[src/hdl/frp_pkg.sv]
package frp_pkg;

    localparam int QDEPTH = 4;
    localparam int PTR_W  = $clog2(QDEPTH);
    localparam int CNT_W  = $clog2(QDEPTH + 1);

    localparam logic [7:0] CH_GT    = 8'h3E;
    localparam logic [7:0] CH_NL    = 8'h0A;
    localparam logic [7:0] CH_SPACE = 8'h20;
    localparam logic [7:0] CH_A     = 8'h61;
    localparam logic [7:0] CH_C     = 8'h63;
    localparam logic [7:0] CH_G     = 8'h67;
    localparam logic [7:0] CH_T     = 8'h74;
    localparam logic [7:0] CH_U     = 8'h75;
    localparam logic [7:0] CH_N     = 8'h6E;

    typedef enum logic [2:0] {
        KIND_HCHAR = 3'd0,
        KIND_HEND  = 3'd1,
        KIND_BASE  = 3'd2,
        KIND_REND  = 3'd3,
        KIND_ERROR = 3'd4
    } kind_t;

    typedef struct packed {
        kind_t      kind;
        logic [7:0] char_value;
        logic       last;
    } result_t;

    typedef struct packed {
        logic [1:0] count;
        result_t    r0;
        result_t    r1;
    } step_t;

endpackage

[src/hdl/frp_in_if.sv]
interface frp_in_if;
    logic       valid;
    logic       ready;
    logic [7:0] text_byte;
    logic       end_of_input;

    modport source (output valid, output text_byte, output end_of_input, input ready);
    modport sink   (input valid, input text_byte, input end_of_input, output ready);
endinterface

[src/hdl/frp_out_if.sv]
interface frp_out_if;
    logic       valid;
    logic       ready;
    logic [2:0] kind;
    logic [7:0] char_value;
    logic       last;

    modport source (output valid, output kind, output char_value, output last, input ready);
    modport sink   (input valid, input kind, input char_value, input last, output ready);
endinterface

[src/hdl/fasta_record_parser.sv]
// channel | role   | payload                           | accepted when
// text    | sink   | text_byte[8], end_of_input[1]     | valid && ready
// token   | source | kind[3], char_value[8], last[1]   | valid && ready
//
// One text item per cycle is accepted while ready; parse mode updates in the accept cycle.
// Results enter a four-entry queue and leave one per cycle while token.ready is high;
// the first shows in the cycle after accept. End of input in a header yields two results.
// text.ready is high while the queue has room for two results; token stalls back up there.
// rst_n clears the mode to seeking and empties the queue asynchronously.
module fasta_record_parser (
    input  logic       clk,
    input  logic       rst_n,
    frp_in_if.sink     text,
    frp_out_if.source  token
);
    import frp_pkg::*;

    logic       accept;
    logic       room;
    logic [1:0] push_cnt;
    step_t      step;
    result_t    head;

    assign text.ready = room;
    assign accept     = text.valid && room;
    assign push_cnt   = accept ? step.count : 2'd0;

    frp_step u_step (
        .clk          (clk),
        .rst_n        (rst_n),
        .accept       (accept),
        .text_byte    (text.text_byte),
        .end_of_input (text.end_of_input),
        .step         (step)
    );

    frp_queue u_queue (
        .clk       (clk),
        .rst_n     (rst_n),
        .push_cnt  (push_cnt),
        .r0        (step.r0),
        .r1        (step.r1),
        .room      (room),
        .out_valid (token.valid),
        .out_ready (token.ready),
        .head      (head)
    );

    assign token.kind       = head.kind;
    assign token.char_value = head.char_value;
    assign token.last       = head.last;

endmodule

[src/hdl/frp_step.sv]
module frp_step (
    input  logic           clk,
    input  logic           rst_n,
    input  logic           accept,
    input  logic [7:0]     text_byte,
    input  logic           end_of_input,
    output frp_pkg::step_t step
);
    import frp_pkg::*;

    typedef enum logic [4:0] {
        MODE_SEEK   = 5'b00001,
        MODE_LEAD   = 5'b00010,
        MODE_HEADER = 5'b00100,
        MODE_SEQ    = 5'b01000,
        MODE_HALT   = 5'b10000
    } mode_t;

    mode_t      mode_reg;
    mode_t      mode_next;
    logic       is_ws;
    logic [7:0] lower;
    logic       is_base;

    assign is_ws = (text_byte == CH_SPACE) || (text_byte >= 8'h09 && text_byte <= 8'h0D);
    assign lower = (text_byte >= 8'h41 && text_byte <= 8'h5A) ? text_byte + 8'd32 : text_byte;
    assign is_base = (lower == CH_A) || (lower == CH_C) || (lower == CH_G) ||
                     (lower == CH_T) || (lower == CH_U) || (lower == CH_N);

    always_comb
    begin
        mode_next           = mode_reg;
        step.count          = 2'd0;
        step.r0.kind        = KIND_HCHAR;
        step.r0.char_value  = 8'd0;
        step.r0.last        = 1'b1;
        step.r1.kind        = KIND_REND;
        step.r1.char_value  = 8'd0;
        step.r1.last        = 1'b1;
        if (end_of_input)
        begin
            unique case (mode_reg)
                MODE_SEEK, MODE_LEAD:
                begin
                    mode_next = MODE_SEEK;
                end
                MODE_HEADER:
                begin
                    step.count   = 2'd2;
                    step.r0.kind = KIND_HEND;
                    step.r0.last = 1'b0;
                    mode_next    = MODE_SEEK;
                end
                MODE_SEQ:
                begin
                    step.count   = 2'd1;
                    step.r0.kind = KIND_REND;
                    mode_next    = MODE_SEEK;
                end
                default:
                begin
                    mode_next = mode_reg;
                end
            endcase
        end
        else
        begin
            unique case (mode_reg)
                MODE_SEEK:
                begin
                    if (text_byte == CH_GT)
                        mode_next = MODE_LEAD;
                end
                MODE_LEAD:
                begin
                    if (text_byte == CH_NL)
                        mode_next = MODE_HEADER;
                    else if (!is_ws)
                    begin
                        step.count         = 2'd1;
                        step.r0.char_value = text_byte;
                        mode_next          = MODE_HEADER;
                    end
                end
                MODE_HEADER:
                begin
                    step.count = 2'd1;
                    if (text_byte == CH_NL)
                    begin
                        step.r0.kind = KIND_HEND;
                        mode_next    = MODE_SEQ;
                    end
                    else
                        step.r0.char_value = is_ws ? CH_SPACE : text_byte;
                end
                MODE_SEQ:
                begin
                    if (text_byte == CH_GT)
                    begin
                        step.count   = 2'd1;
                        step.r0.kind = KIND_REND;
                        mode_next    = MODE_LEAD;
                    end
                    else if (!is_ws)
                    begin
                        step.count = 2'd1;
                        if (is_base)
                        begin
                            step.r0.kind       = KIND_BASE;
                            step.r0.char_value = lower;
                        end
                        else
                        begin
                            step.r0.kind = KIND_ERROR;
                            mode_next    = MODE_HALT;
                        end
                    end
                end
                default:
                begin
                    mode_next = mode_reg;
                end
            endcase
        end
    end

    always_ff @(posedge clk or negedge rst_n)
    begin
        if (!rst_n)
            mode_reg <= MODE_SEEK;
        else if (accept)
            mode_reg <= mode_next;
    end

`ifndef SYNTH
    a_halt_sticks: assert property (@(posedge clk) disable iff (!rst_n)
        mode_reg == MODE_HALT |=> mode_reg == MODE_HALT)
        else $error("halted mode left without reset");

    a_error_halts: assert property (@(posedge clk) disable iff (!rst_n)
        accept && step.count != 2'd0 && step.r0.kind == KIND_ERROR |=> mode_reg == MODE_HALT)
        else $error("invalid base did not halt parser");

    a_halt_silent: assert property (@(posedge clk) disable iff (!rst_n)
        mode_reg == MODE_HALT |-> step.count == 2'd0)
        else $error("halted parser produced a result");
`endif

endmodule

[src/hdl/frp_queue.sv]
module frp_queue (
    input  logic                          clk,
    input  logic                          rst_n,
    input  logic [1:0]                    push_cnt,
    input  frp_pkg::result_t              r0,
    input  frp_pkg::result_t              r1,
    output logic                          room,
    output logic                          out_valid,
    input  logic                          out_ready,
    output frp_pkg::result_t              head
);
    import frp_pkg::*;

    result_t            q_reg [QDEPTH];
    logic [PTR_W-1:0]   wr_ptr_reg;
    logic [PTR_W-1:0]   wr_ptr_next;
    logic [PTR_W-1:0]   wr_inc;
    logic [PTR_W-1:0]   rd_ptr_reg;
    logic [PTR_W-1:0]   rd_ptr_next;
    logic [CNT_W-1:0]   count_reg;
    logic [CNT_W-1:0]   count_next;
    logic               pop;

    assign pop         = out_valid && out_ready;
    assign out_valid   = count_reg != '0;
    assign head        = q_reg[rd_ptr_reg];
    assign room        = count_reg <= CNT_W'(QDEPTH - 2);
    assign wr_inc      = wr_ptr_reg + 1'b1;
    assign wr_ptr_next = wr_ptr_reg + PTR_W'(push_cnt);
    assign rd_ptr_next = rd_ptr_reg + PTR_W'(pop);
    assign count_next  = count_reg + CNT_W'(push_cnt) - CNT_W'(pop);

    always_ff @(posedge clk)
    begin
        if (push_cnt != 2'd0)
            q_reg[wr_ptr_reg] <= r0;
        if (push_cnt == 2'd2)
            q_reg[wr_inc] <= r1;
    end

    always_ff @(posedge clk or negedge rst_n)
    begin
        if (!rst_n)
        begin
            wr_ptr_reg <= '0;
            rd_ptr_reg <= '0;
            count_reg  <= '0;
        end
        else
        begin
            wr_ptr_reg <= wr_ptr_next;
            rd_ptr_reg <= rd_ptr_next;
            count_reg  <= count_next;
        end
    end

`ifndef SYNTH
    a_no_overflow: assert property (@(posedge clk) disable iff (!rst_n)
        push_cnt != 2'd0 |-> CNT_W'(push_cnt) + count_reg <= CNT_W'(QDEPTH))
        else $error("result queue overflow");

    a_push_seen: assert property (@(posedge clk) disable iff (!rst_n)
        push_cnt != 2'd0 |=> out_valid)
        else $error("pushed result not visible");
`endif

endmodule

[src/flat_wrapper.sv]
// flat-port wrapper written by rule: the top's interface ports become plain ports
module fasta_record_parser_flat import frp_pkg::*;
  (clk, rst_n, text_valid, text_text_byte, text_end_of_input, text_ready, token_valid, token_kind, token_char_value, token_last, token_ready);
  frp_in_if text_i ();
  frp_out_if token_i ();
  input  logic clk;
  input  logic rst_n;
  input wire logic [$bits(text_i.valid)-1:0] text_valid;
  input wire logic [$bits(text_i.text_byte)-1:0] text_text_byte;
  input wire logic [$bits(text_i.end_of_input)-1:0] text_end_of_input;
  output wire logic [$bits(text_i.ready)-1:0] text_ready;
  output wire logic [$bits(token_i.valid)-1:0] token_valid;
  output wire logic [$bits(token_i.kind)-1:0] token_kind;
  output wire logic [$bits(token_i.char_value)-1:0] token_char_value;
  output wire logic [$bits(token_i.last)-1:0] token_last;
  input wire logic [$bits(token_i.ready)-1:0] token_ready;
  assign text_i.valid = text_valid;
  assign text_i.text_byte = text_text_byte;
  assign text_i.end_of_input = text_end_of_input;
  assign text_ready = text_i.ready;
  assign token_valid = token_i.valid;
  assign token_kind = token_i.kind;
  assign token_char_value = token_i.char_value;
  assign token_last = token_i.last;
  assign token_i.ready = token_ready;
  fasta_record_parser u_core (.clk(clk), .rst_n(rst_n), .text(text_i), .token(token_i));
endmodule
[config.mk]
export PLATFORM = sky130hd
export DESIGN_NAME = fasta_record_parser_flat
export DESIGN_NICKNAME = d
export VERILOG_FILES = /design/src/hdl/frp_pkg.sv /design/src/hdl/frp_in_if.sv /design/src/hdl/frp_out_if.sv /design/src/hdl/fasta_record_parser.sv /design/src/hdl/frp_step.sv /design/src/hdl/frp_queue.sv /design/src/flat_wrapper.sv
export SDC_FILE = /design/constraint.sdc
export NUM_CORES = 1
export LEC_CHECK = 0
export BUFFER_PORTS_ARGS = -buffer_cell sky130_fd_sc_hd__buf_2
export CORE_ASPECT_RATIO = 1.25
export CORE_UTILIZATION = 40
export DETAILED_ROUTE_END_ITERATION = 8
export PLACE_DENSITY = 0.59
export SLEW_MARGIN = 20
export SYNTH_ARGS = -nofsm -noshare
export SYNTH_HDL_FRONTEND = slang
export SYNTH_SLANG_ARGS = --single-unit
[constraint.sdc]
create_clock -name clk -period 3.21 [get_ports clk]
set_clock_uncertainty 0.2 [all_clocks]
set_input_delay 0.321 -clock clk [delete_from_list [all_inputs] [get_ports clk]]
set_output_delay 0.321 -clock clk [all_outputs]
set_load 0.005 [all_outputs]
# Yosys cells after proc, flatten, opt, wreduce, memory -nomap -nowiden

Memory sizes are Yosys's and may differ from the RTL's.
Index checks and enable logic that the tools add are counted.

Register bits: 12
Latch bits: 0
Memory bits (writable): 48
ROM bits: 0
Input bits: 13
Memories: 1

Add/subtract/negate cells: 6
Multipliers: 0
Div/mod/pow operators: 0
$lt $le $gt $ge: 5
Equality and inequality tests: 20
Shift operators: 0
Multiplexer cells: 36
Bitwise gates (word level): 0
Reduce and logical (&&, ||, !) cells: 15

Memories:

| name                 | depth | width | read ports | clocked after memory_dff | write ports | RTL line        | text |
|---|---|---|---|---|---|---|---|
| u_core.u_queue.q_reg | 4     | 12    | 1          | 0                        | 2           | frp_queue.sv:14 | `result_t q_reg [QDEPTH];` |

Operator list:

| kind                  | count |
|---|---|
| $mux W8               | 8 |
| $mux W5               | 10 |
| $eq A8 B7 Y1 const B  | 6 |
| $pmux W8 S3           | 1 |
| $pmux W5 S4           | 1 |
| $eq A8 B6 Y1 const B  | 2 |
| $mux W12              | 1 |
| $ne A4 B4 Y1 const B  | 3 |
| $pmux W5 S2           | 1 |
| $mux W1               | 9 |
| $add A8 B6 Y8 const B | 1 |
| $eq A8 B4 Y1 const B  | 1 |
| $ge A8 B4 Y1 const B  | 1 |
| $ge A8 B7 Y1 const B  | 1 |
| $le A8 B4 Y1 const B  | 1 |
| $le A8 B7 Y1 const B  | 1 |
| $reduce_and A8 Y1     | 1 |
| $logic_or A1 B1 Y1    | 6 |
| $ne A3 B3 Y1 const B  | 2 |
| $pmux W3 S2           | 1 |
| $eq A5 B1 Y1 const B  | 1 |
| $eq A5 B2 Y1 const B  | 1 |
| $eq A5 B3 Y1 const B  | 1 |
| $eq A5 B4 Y1 const B  | 1 |
| 17 further kinds      | 20 |

# Depth between registers and ports, before layout

Depth in word-level cells: 18
Depth in mapped cells: 12
Depth with buffers taken out: 11

# Modules after synthesis

A second synthesis with hierarchy kept.

Cell total of the unflattened synthesis: 281
Area, all modules: 3821.2 sq um

By module, submodules not included:

| module              | instances | cells an instance | area an instance (sq um) | seq. area each (sq um) |
|---|---|---|---|---|
| frp_queue           | 1         | 156               | 2909.0                   | 1616.6 |
| frp_step            | 1         | 122               | 893.4                    | 126.4 |
| fasta_record_parser | 1         | 3                 | 18.8                     | 0.0 |

# Worst setup path before layout

No wires, ideal clock.

Kind: input -> register
From: input text_text_byte[1]
To: register u_core.u_queue.count_reg[2]
Arrival time: 2.750 ns
Data required time: 2.930 ns
Slack: 0.180 ns
Stages on the path: 12
Path buffers: 1
Cell sequence: clkbuf_1 > and3b_1 > and3_1 > or2_2 > nor3_1 > or3_1 > ha_1 > inv_1 > ha_1 > fa_1 > xnor2_1 > xnor2_1

Cells in the longest elaborated chain, start to end: 10
Elaborated cells between the ends (all ways): 16

RTL lines:

| item                                         | RTL line                        | text |
|---|---|---|
| start, declared                              | flat_wrapper.sv:9               | `input wire logic [$bits(text_i.text_byte)-1:0] text_text_byte;` |
| $ge A8 B4 Y1 or $le A8 B4 Y1 (tied branches) | frp_step.sv:25                  | `assign is_ws = (text_byte == CH_SPACE) \|\| (text_byte >= 8'h09 && text_byte <= 8'h0D);` |
| $logic_and A1 B1 Y1                          | frp_step.sv:25                  |  |
| $logic_or A1 B1 Y1                           | frp_step.sv:25                  |  |
| $mux W12 or $mux W1 (tied branches)          | frp_step.sv:104, frp_step.sv:78 |  |
| $mux W4 or $mux W1 (tied branches)           | frp_step.sv:98, frp_step.sv:76  |  |
| $pmux W1 S3 (*)                              | frp_step.sv:68                  | `unique case (mode_reg)` |
| $mux W5 (*)                                  | frp_step.sv:40                  | `if (end_of_input)` |
| $mux W2 (*)                                  | fasta_record_parser.sv:26       | `assign push_cnt = accept ? step.count : 2'd0;` |
| $add A3 B2 Y3 (*)                            | frp_queue.sv:31                 | `assign count_next = count_reg + CNT_W'(push_cnt) - CNT_W'(pop);` |
| $sub A3 B1 Y3 (*)                            | frp_queue.sv:31                 |  |
| named net u_core.u_queue.count_next[2]       | frp_queue.sv:21                 | `logic [CNT_W-1:0] count_next;` |
| end signal, assigned                         | frp_queue.sv:53                 | `count_reg <= count_next;` |
| end, declared                                | frp_queue.sv:20                 | `logic [CNT_W-1:0] count_reg;` |

Mark *: on every way through the listed nets, which the timed path passes. The rest lies on a longest branch.
A chain may end at the register's enable or synchronous reset.

# Worst setup path in the final report

From: register u_core.u_step.mode_reg[0]
To: register u_core.u_queue.count_reg[2]

Cells in the longest elaborated chain, start to end: 6
Elaborated cells between the ends (all ways): 9

RTL lines:

| item                                       | RTL line                       | text |
|---|---|---|
| start, declared                            | frp_step.sv:19                 | `mode_t mode_reg;` |
| start signal, assigned                     | frp_step.sv:132                | `mode_reg <= mode_next;` |
| $eq A5 B4 Y1, or another cell as far along | frp_step.sv:42, frp_step.sv:68 |  |
| $pmux W1 S3 or $pmux W5 S2 (tied branches) | frp_step.sv:68, frp_step.sv:42 |  |
| $mux W5 (*)                                | frp_step.sv:40                 |  |
| $mux W2 (*)                                | fasta_record_parser.sv:26      |  |
| $add A3 B2 Y3 (*)                          | frp_queue.sv:31                |  |
| $sub A3 B1 Y3 (*)                          | frp_queue.sv:31                |  |
| named net u_core.u_queue.count_next[2]     | frp_queue.sv:21                |  |

Marks and branches as above.

==> summary.txt <==
Run status
  • Status: finished, violations left
  • Failing checks: DRC

Worst hold path
  • Hold-critical path endpoint: u_core.u_queue.q_reg[3][1]
  • Min-Delay Path Class: in2reg
  • Hold path startpoint: text_text_byte[0]
  • WHS Path Cells: 3

Setup path
  • Reg2Reg Depth: 10
  • CP max FO: 7
  • Crit start category: register
  • Crit-path leading delay family: simple AND/OR/NAND/NOR gates
  • Slack of the worst reg-to-reg path: 0.12 ns
  • Crit path buf inv count: 1
  • R2r endpoint: u_core.u_queue.count_reg[2]
  • Peak per-stage delay on the critical path: roughly 0.41 ns
  • CP Capture Type: register
  • Slowest-stage cell, CP: nor4_1
  • WP data arrival: around 3.2 ns
  • Critical path class: reg2reg
  • Critical-path cell list: or2_2 > nor4_1 > nor2_1 > or3_1 > ha_1 > inv_1 > ha_1 > fa_1 > xnor2_1 > xnor2_1
  • CP required: around 3.3 ns
  • R2R Path Start: u_core.u_step.mode_reg[0]

Floorplanning
  • Die Y: about 100 um
  • IO Pins: 27
  • Core footprint: 8190 sq um
  • Initial core utilization: 0.413
  • Std cell rows: 37
  • Total Die Area: roughly 9000 sq um
  • Die width: about 84 um

Clock tree
  • CTS Buf Count: 9
  • CTS clk-pin slew, worst paths: 0.07 ns
  • Clk sinks: 60
  • Setup Fix Bufs, Post-CTS: 0
  • H-tree depth: 3
  • Worst skew pair latency: between 0.3 and 0.4 ns
  • Clock buffer depth: 2
  • Clock Tree Root: clkbuf_8
  • CTS tree: built

Detailed routing
  • Vias/cell: around 5.7
  • DR pass1 iterations: 6
  • Post-route DRC violation count: 2
  • Via count: a little under 3000
  • Wire per inst: approximately 17 um
  • Drt first-iter violations: 145
  • Routed wire length: around 8.5 mm
  • Routed Antenna Nets: 0

Logic synthesis
  • Primary FF master, synth: dfxtp_1
  • Number of synthesized flops with an enable pin: 0
  • #FFs+latches synth: 60
  • Synth Cell Area: 3380 sq um
  • Fraction of registers with async set/reset: 0.200
  • Syn Inst Count: 368
  • Yosys warns: 0
  • Mean Syn Cell Area: 9.19 sq um
  • Mapped Nets: 388
  • Sequential share of the synthesized area: 0.373
  • Cell variety after synth: between 60 and 70

Timing
  • Slew @ Worst Pin: about 0.72 ns
  • Post-route setup TNS: 0 ns
  • Worst rel slew slack: 0.518
  • F_max: between 0.3 and 0.4 GHz
  • Setup ws final: around 0.12 ns
  • Slew Limit Fails: 0
  • RSZ-0062 raised after global routing: false
  • Final worst-path cycle share: 0.962
  • Final hold vios: 0
  • Final setup fails: 0
  • Minimum clock period: approximately 3.1 ns

Finish
  • Ratio of cells with drive above 1 in the final layout: 0.232
  • P&R area growth vs syn: 15.5%
  • Post-route cell area: 3910 sq um
  • # diodes: 0
  • Finished Core Util: 0.477
  • Flip-flop count of the largest register after layout: 48
  • Final net count: approximately 430

Global route
  • Largest net degree at the start of global routing: 21
  • Met1 usage: 0.252
  • Vias in the first global route: ~2800
  • First-pass GRT wire length: approximately 14 mm
  • Total Routing Usage GR: 0.209
  • Initial antenna violation count: 0
  • Global routing met2 resource utilization: 0.359
  • Met3 Resource Use GR: 0.0395
  • Grt ovf: 0
  • Busiest grt layer: met2

Power and ir drop
  • Sw Share: 0.361
  • Comb pwr share: 0.369
  • Part of the total power dissipated in the clock network: 0.274
  • LEAKAGE: 1.62 nW
  • Peak VDD IR: 557 uV
  • Register share of total power: 0.357
  • Internal power: roughly 1.8 mW
  • Pwr dens: between 700 and 800 nW/um^2
  • P_sw: 1.02 mW

Place
  • Post-place setup slack: between 0.015 and 0.02 ns
  • Gpl congestion: ~0.85
  • IO Port Bufs: 26
  • Placed Area: between 3000 and 4000 sq um
  • Post-DP HPWL: 6.31 mm

Run
  • Max_cap viols: 0
metal layers:
metal,wire (um),vias to the layer above
met5,0,-
met4,184,0
met3,214,15
met2,4200,38
met1,3900,1401
li1,-,1428
worst register-to-register path, stage by stage (launching register included):
cell,delay [ns]
dfstp_2,0.40
or2_2,0.35
nor4_1,0.42
nor2_1,0.07
or3_1,0.34
ha_1,0.29
inv_1,0.04
ha_1,0.20
fa_1,0.38
xnor2_1,0.20
xnor2_1,0.14
final cells by class:
cell class                 instances  area (sq um)
fill                             804          4290
multi-input combinational        275          1950
sequential                        60          1260
timing repair buffer              51           320
clock buffer                      11           151
tap                               97           121
clock inverter                     4          71.3
inverter                           9          33.8
repair_timing:
action,4_1_cts,5_1_grt
gates resized for setup,0,0
endpoints found under the hold margin,12,0
hold buffers,1,0
cells in the final DEF (no fill, tap or decap), types with 3 or more instances in the layout:
cell type	instances
nand2_1	40
inv_1	9
dfxtp_1	48
o31ai_1	5
nand4_1	4
clkbuf_8	11
nand3_1	23
nor2b_1	9
mux2i_1	10
o21bai_1	5
xor2_1	3
xnor2_1	5
and3_1	4
buf_4	24
and2_1	8
or2_2	3
or3_1	7
dfrtp_1	11
nand2b_1	4
o21ai_0	28
o2111ai_1	4
nor2_1	25
mux4_2	12
buf_2	26
o211ai_1	10
a211o_1	3
ha_1	6
nor3_1	8
a21oi_1	12
synthesized netlist by cell type, types with 8 or more instances:
library cell / n / area, sq um
a21oi_1: 12 / 60.1
mux2i_1: 10 / 100
o21ai_0: 28 / 140
o211ai_1: 10 / 75.1
dfrtp_1: 11 / 275
mux4_2: 12 / 270
nor2_1: 25 / 93.8
nand2_1: 40 / 150
and2_1: 8 / 50.1
nor2b_1: 9 / 56.3
dfxtp_1: 48 / 961
inv_1: 9 / 33.8
nor3_1: 8 / 40.0
nand3_1: 23 / 115
cell families after synthesis:
family	share of synthesized area
and+or+nand+nor	0.224
AOI/OAI and AO/OA	0.193
DFF	0.373
buffers and inverters	0.0511
muxes	0.110
xor gates and xnor gates	0.0207
adders and majority gates	0.0281
power by group through the flow:
| stage | clock [mW] | sequential (mW) | combinational [mW] |
|---|---|---|---|
| after CTS | 0.799 | 1.01 | 1.06 |
| after detailed placement | 0 | 1.02 | 1.05 |
| final | 0.774 | 1.01 | 1.05 |
| after global routing | 0.826 | 1.03 | 1.17 |
| after floorplan | 0 | 0.961 | 0.802 |
| after global placement | 0 | 1.02 | 1.03 |
how the worst max path moves through the flow:
stage                                    startpoint                     endpoint  depth (start not counted)
final                     u_core.u_step.mode_reg[0]  u_core.u_queue.count_reg[2]                         10
after global routing      u_core.u_step.mode_reg[4]  u_core.u_queue.count_reg[2]                         10
after global placement            text_text_byte[2]  u_core.u_queue.count_reg[2]                         12
after CTS                 u_core.u_step.mode_reg[4]  u_core.u_queue.count_reg[2]                         10
after detailed placement          text_text_byte[2]  u_core.u_queue.count_reg[2]                         12
after floorplan                   text_text_byte[1]  u_core.u_queue.count_reg[2]                         12
per-stage QoR:
| stage | power, mW | hold slack, ns | cells |
|---|---|---|---|
| 4_1_cts | 2.86 | 0.0821 | 507 |
| 2_1_floorplan | 1.76 | -0.175 | 368 |
| 3_3_place_gp | 2.05 | 0.0186 | 491 |
| 3_5_place_dp | 2.08 | 0.0250 | 491 |
| 5_1_grt | 3.02 | 0.109 | 507 |
| 6_report | 2.83 | 0.109 | 507 |
(Power assumes the default switching activity.)
